`src/mrf_pkg.sv`:
```
// shared types, sizes and codes for the message ring fifo
package mrf_pkg;

    localparam int SLOT_COUNT        = 16;
    localparam int MAX_PAYLOAD_BYTES = 56;

    localparam int POS_RANGE   = 2 * SLOT_COUNT;
    localparam int POS_W       = $clog2(POS_RANGE);
    localparam int SLOT_W      = $clog2(SLOT_COUNT);
    localparam int HELD_W      = $clog2(SLOT_COUNT + 1);
    localparam int LEN_W       = $clog2(MAX_PAYLOAD_BYTES + 1);
    localparam int CNT_W       = $clog2(MAX_PAYLOAD_BYTES + 2);
    localparam int STORE_DEPTH = SLOT_COUNT * MAX_PAYLOAD_BYTES;
    localparam int ADDR_W      = $clog2(STORE_DEPTH);

    localparam int CAP_FIELD_W = 6;
    localparam int LEN_FIELD_W = 6;
    localparam int OCC_FIELD_W = 5;

    localparam logic [1:0] REQ_PUSH    = 2'd0;
    localparam logic [1:0] REQ_POP     = 2'd1;
    localparam logic [1:0] REQ_PEEK    = 2'd2;
    localparam logic [1:0] REQ_RELEASE = 2'd3;

    localparam logic [1:0] STATUS_OK      = 2'd0;
    localparam logic [1:0] STATUS_EMPTY   = 2'd1;
    localparam logic [1:0] STATUS_FULL    = 2'd2;
    localparam logic [1:0] STATUS_TOO_BIG = 2'd3;

    typedef struct packed {
        logic [1:0]             req_type;
        logic [7:0]             data_byte;
        logic                   byte_present;
        logic                   end_of_message;
        logic [CAP_FIELD_W-1:0] reader_capacity;
    } request_t;

    typedef struct packed {
        logic [1:0]             status;
        logic [7:0]             out_byte;
        logic                   byte_valid;
        logic                   last;
        logic [LEN_FIELD_W-1:0] message_length;
        logic [OCC_FIELD_W-1:0] occupancy;
    } result_t;

    typedef struct packed {
        logic              en;
        logic [ADDR_W-1:0] addr;
        logic [7:0]        data;
    } ram_wr_t;

    typedef struct packed {
        logic              en;
        logic [ADDR_W-1:0] addr;
    } ram_rd_t;

    typedef struct packed {
        logic              en;
        logic [SLOT_W-1:0] slot;
        logic [LEN_W-1:0]  len;
    } len_wr_t;

endpackage

```
`src/mrf_length_table.sv`:
```
// per-slot message length table
module mrf_length_table (
    input  logic                        clk,
    input  mrf_pkg::len_wr_t            wr,
    input  logic [mrf_pkg::SLOT_W-1:0]  rd_slot,
    output logic [mrf_pkg::LEN_W-1:0]   rd_len
);
    import mrf_pkg::*;

    logic [LEN_W-1:0] lengths_reg [SLOT_COUNT];

    always_ff @(posedge clk)
    begin
        if (wr.en)
        begin
            lengths_reg[wr.slot] <= wr.len;
        end
    end

    assign rd_len = lengths_reg[rd_slot];

endmodule

```
`config.mk`:
```
export PLATFORM = sky130hd
export DESIGN_NAME = mrf_length_table
export DESIGN_NICKNAME = d
export VERILOG_FILES = /design/src/mrf_pkg.sv /design/src/mrf_length_table.sv
export SDC_FILE = /design/constraint.sdc
export NUM_CORES = 1
export LEC_CHECK = 0
export ABC_CLOCK_PERIOD_IN_PS = 1930
export BUFFER_PORTS_ARGS = -buffer_cell sky130_fd_sc_hd__buf_4
export CAP_MARGIN = 20
export CORE_UTILIZATION = 49
export CTS_CLUSTER_DIAMETER = 150
export DETAILED_ROUTE_END_ITERATION = 8
export GPL_ROUTABILITY_DRIVEN = 0
export HOLD_SLACK_MARGIN = 0.03
export PLACE_DENSITY = 0.73
export SLEW_MARGIN = 0
export SYNTH_ARGS = -nofsm -noshare
export SYNTH_HDL_FRONTEND = slang
export SYNTH_SLANG_ARGS = --single-unit
```
`constraint.sdc`:
```
create_clock -name clk -period 1.93 [get_ports clk]
set_input_delay 0.386 -clock clk [delete_from_list [all_inputs] [get_ports clk]]
set_output_delay 0.386 -clock clk [all_outputs]
set_load 0.02 [all_outputs]
```
Word level (Yosys, flattened, before mapping)
Memory sizes are Yosys's and may differ from the RTL's.
Cells that the tools add are included.
{ "classes": {"mux": 2} }
{ "ops": {"columns": ["op", "count"], "rows": [
  ["1-bit 2-to-1 mux", 2]
]} }
{ "word_totals": {"reg_bits": 0, "ram_bits": 96, "inputBits": 16, "output_inout_bits": 6, "word_cells": 3, "memories": 1} }
{ "memory_table": {"columns": ["name", "words", "width", "read_ports", "rd_clocked_by_memory_dff", "wr", "line", "source"], "rows": [
  ["lengths_reg", 16, 6, 1, 0, 1, "mrf_length_table.sv:10", "logic [LEN_W-1:0] lengths_reg [SLOT_COUNT];"]
]} }

Logic depth before layout (Yosys ltp)
{ "depth": {"word_depth": 2, "ltp_mapped": 5, "ltp_nobuf": 3} }

Worst setup path before layout
No wires, ideal clock.
{ "synth_path": {"path_type": "input to output", "startpoint": "in rd_slot[0] (netlist name)", "endpoint": "out rd_len[3] (netlist name)", "arrival_ns": 1.514, "t_required_ns": 1.544, "setup_slack_ns": 0.030, "cell_stages": 5, "n_path_buf": 2, "cell_sequence": "buf_6 buf_6 mux4_1 a22oi_1 nand2_1"} }
{ "synth_between": {"elab_chain_cells": 1} }
{ "synth_rtl": {"columns": ["item", "line", "source"], "rows": [
  ["start, declared", "mrf_length_table.sv:5", "input logic [mrf_pkg::SLOT_W-1:0] rd_slot,"],
  ["memory 16 x 6 bit", null, null],
  ["end, declared", "mrf_length_table.sv:6", "output logic [mrf_pkg::LEN_W-1:0] rd_len"]
]} }
Every way passes these cells.

Final worst setup path
{ "layout_path": {"startpoint": "mem lengths_reg[10][0] (netlist name)", "endpoint": "out rd_len[0] (netlist name)"} }
{ "layout_between": {"elab_chain_cells": 1} }
{ "layout_rtl": {"columns": ["item", "line"], "rows": [
  ["start, declared", "mrf_length_table.sv:10"],
  ["memory 16 x 6 bit", null]
]} }
Every way passes these cells.

==> results.py <==
metrics = {
    "route": {
        "drc_errors": 0,
        "dr_total_vias": 1815,
        "via_per_inst": 5.67,
        "wl_per_cell_um": 22.2,
        "drt_iter0_markers": 136,
        "postRouteWirelength_um": 7110,
        "firstDrtPassIters": 4,
        "ant_nets": 0,
    },
    "logic_synthesis": {
        "ys_ff_latch": 96,
        "synth_fa_ha_area_share_pct": 0,
        "synthMuxAreaShare_pct": 15.5,
        "synthXorXnorAreaFrac_pct": 0,
        "synth_compound_area_share_pct": 2.39,
        "syn-num-nets": 188,
        "postSynthCellCount": 172,
        "yosys.area_share.simple_pct": 4.11,
        "syn_area_um2": 3770,
        "ys_seq_area_share_pct": 76.4,
        "yosys_warnings": 0,
        "synth_top_family_by_area": "multiplexers",
        "syn_avg_cell_area_um2": 21.9,
        "synth_cell_types": 17,
    },
    "clock_network": {
        "path_clk_slew_ns": 0.09,
        "numClockSinks": 96,
        "cts_tree": "done",
        "root_buffer": "clkbuf_8",
        "numCtsBuffers": 9,
        "htree_levels": 3,
        "ctsHoldBuffers": 0,
        "cts_buffer_depth": 2,
    },
    "setup_path": {
        "worstSetupStartpointType": "register",
        "cp_max_fo": 1,
        "crit_start": "lengths_reg[10][0]",
        "crit_type": "register to output port",
        "cp.required_ns": 1.54,
        "crit_chain": "mux4_2 -> a22oi_2 -> nand2_1 -> buf_6",
        "cpPeakStageDelay_ns": 0.53,
        "cp_data_arrival_time_ns": 1.72,
        "endpoint": "rd_len[0]",
        "slowest_stage": "mux4_2",
        "cp-end-kind": "output port",
    },
    "final_layout": {
        "drive_gt1_share_pct": 39.8,
        "syn_to_final_growth_pct": 17.0,
        "fin_cells": 320,
        "final_util_pct": 60.2,
        "fin_nets": 232,
        "diodes": 0,
        "nFillCells": 504,
        "largest_reg_flops": 96,
        "design_area_um2": 4420,
    },
    "floorplanning": {
        "start_util_pct": 51.5,
        "boundaryPins": 22,
        "core-area_um2": 7330,
        "dieArea_um2": 8060,
        "num_rows": 31,
        "die_h_um": 89.8,
        "fp.dieW_um": 89.8,
    },
    "global_routing": {
        "overflow": 0,
        "use_met2_pct": 28.8,
        "use_met1_pct": 27.5,
        "busiest_layer": "met2",
        "grt_usage_pct": 19.6,
        "grt_pass1_vias": 1896,
        "grt_pass1_wl_um": 11200,
        "antenna_found_initial": 0,
        "grt_max_degree": 17,
        "grt_use_met3_pct": 5.33,
    },
    "sta": {
        "tns_ns": -0.798,
        "finalMaxSlewViolations": 0,
        "clock.fmax_mhz": 474,
        "final_hold_viol_count": 0,
        "maxSlewHeadroom_pct": 56.0,
        "setup_violations": 6,
        "setup_ws_ns": -0.178,
        "period_minus_slack_ns": 2.11,
        "rsz0062_at_grt": "yes",
        "holdWs_ns": 0.341,
        "period_share_pct": 109,
        "tightest_slew_ns": 0.658,
    },
    "min_path": {
        "min_path_type": "primary input to register",
    },
    "pwr": {
        "power_mw": 3.90,
        "vdd_drop_max_mv": 0.408,
        "power.density_nw_per_um2": 884,
        "leakage_nw": 1.44,
    },
    "outcome": {
        "violations": "setup timing",
        "status": "complete, but fails checks",
    },
    "placed_design": {
        "placed_cell_area_um2": 4180,
        "place_ws_ns": -0.276,
        "dp.cells": 303,
        "portBuffers": 21,
        "dp_hpwl_um": 4800,
    },
    "job": {
        "max_cap_violations": 0,
    },
}
==> synth_stat cells <==
cell type  number  area, µm²
buf_1           1       3.75
buf_4           1       7.51
mux4_1         12        315
nand2_1         7       26.3
and2_1          1       6.26
buf_6           4       45.0
mux4_2         12        270
nor2_1         13       48.8
a22oi_1        12       90.1
nand2b_1        2       12.5
nand3b_1        2       15.0
nor3_1          4       20.0
nor2b_1         2       12.5
edfxtp_1       96       2880
nand3_1         1       5.00
clkbuf_2        1       5.00
or3b_2          1       8.76
==> worst max-delay path, delay by kind of cell, from the launching register on <==
| kind | cells | cell delay (ns) |
|---|---|---|
| buf+inv | 1 | 0.14 |
| mux | 1 | 0.53 |
| simple gates | 1 | 0.09 |
| compound gates | 1 | 0.20 |
| flops | 1 | 0.40 |
==> power breakdown <==
part           total (mW)  internal [mW]  switching [mW]
sequential           2.34           2.33          0.0101
combinational       0.320          0.153           0.167
clock                1.24          0.585           0.656
total                3.90           3.07           0.832
==> worst min-delay path by stage <==
| stage | startpoint | endpoint | slack [ns] | cells past startpoint |
|---|---|---|---|---|
| after floorplan | wr[0] | lengths_reg[0][0] | 0.48 | 0 |
| after global placement | wr[2] | lengths_reg[12][2] | 0.70 | 1 |
| after detailed placement | wr[2] | lengths_reg[12][2] | 0.72 | 1 |
| after CTS | wr[2] | lengths_reg[10][2] | 0.34 | 1 |
| after global routing | wr[1] | lengths_reg[0][1] | 0.34 | 1 |
| final | wr[2] | lengths_reg[11][2] | 0.34 | 1 |
==> area by class of cell <==
| class | instances | area [µm²] | share of cell area, % |
|---|---|---|---|
| clock inverters | 7 | 62.6 | 1.42 |
| repair buffers | 40 | 377 | 8.53 |
| flip-flops and latches | 96 | 2880 | 65.3 |
| clock buffers | 9 | 124 | 2.81 |
| well taps | 99 | 124 | 2.81 |
| multi-input cells | 69 | 846 | 19.2 |
==> cell usage in the layout (no fill, tap or decap) <==
master,instances
mux4_1,2
mux4_2,22
nand2b_1,2
clkinv_1,2
or3b_2,1
clkbuf_8,9
clkinvlp_4,2
and2_1,1
buf_4,30
buf_8,1
nand3_1,1
buf_6,5
clkinv_2,2
nor2b_1,2
nor2_1,13
a22oi_2,10
nor3_1,4
nand2_1,6
a22oi_1,2
edfxtp_1,96
nand2_2,1
buf_12,4
nand3b_1,2
bufinv_16,1
==> layer usage <==
layer	share of wire, %	vias up
met3	5.0	13
met1	46	939
met5	0	-
met4	2.4	0
met2	46	59
li1	-	804
==> kinds of logic (layout without fill, tap and decap cells) <==
logic type,after synthesis,count (layout)
AND/OR/NAND/NOR,33,33
flip-flops,96,96
AO/OA/AOI/OAI,12,12
multiplexers,24,24
buffers and inverters,7,56
==> what timing repair did <==
| action | in CTS | in global routing |
|---|---|---|
| resized for setup | 23 | 5 |
| buffers inserted | 1 | 0 |
| setup endpoints to repair | 6 | 6 |
| pin swaps | 9 | 2 |
Note: power is estimated with default switching activity, not from simulation.
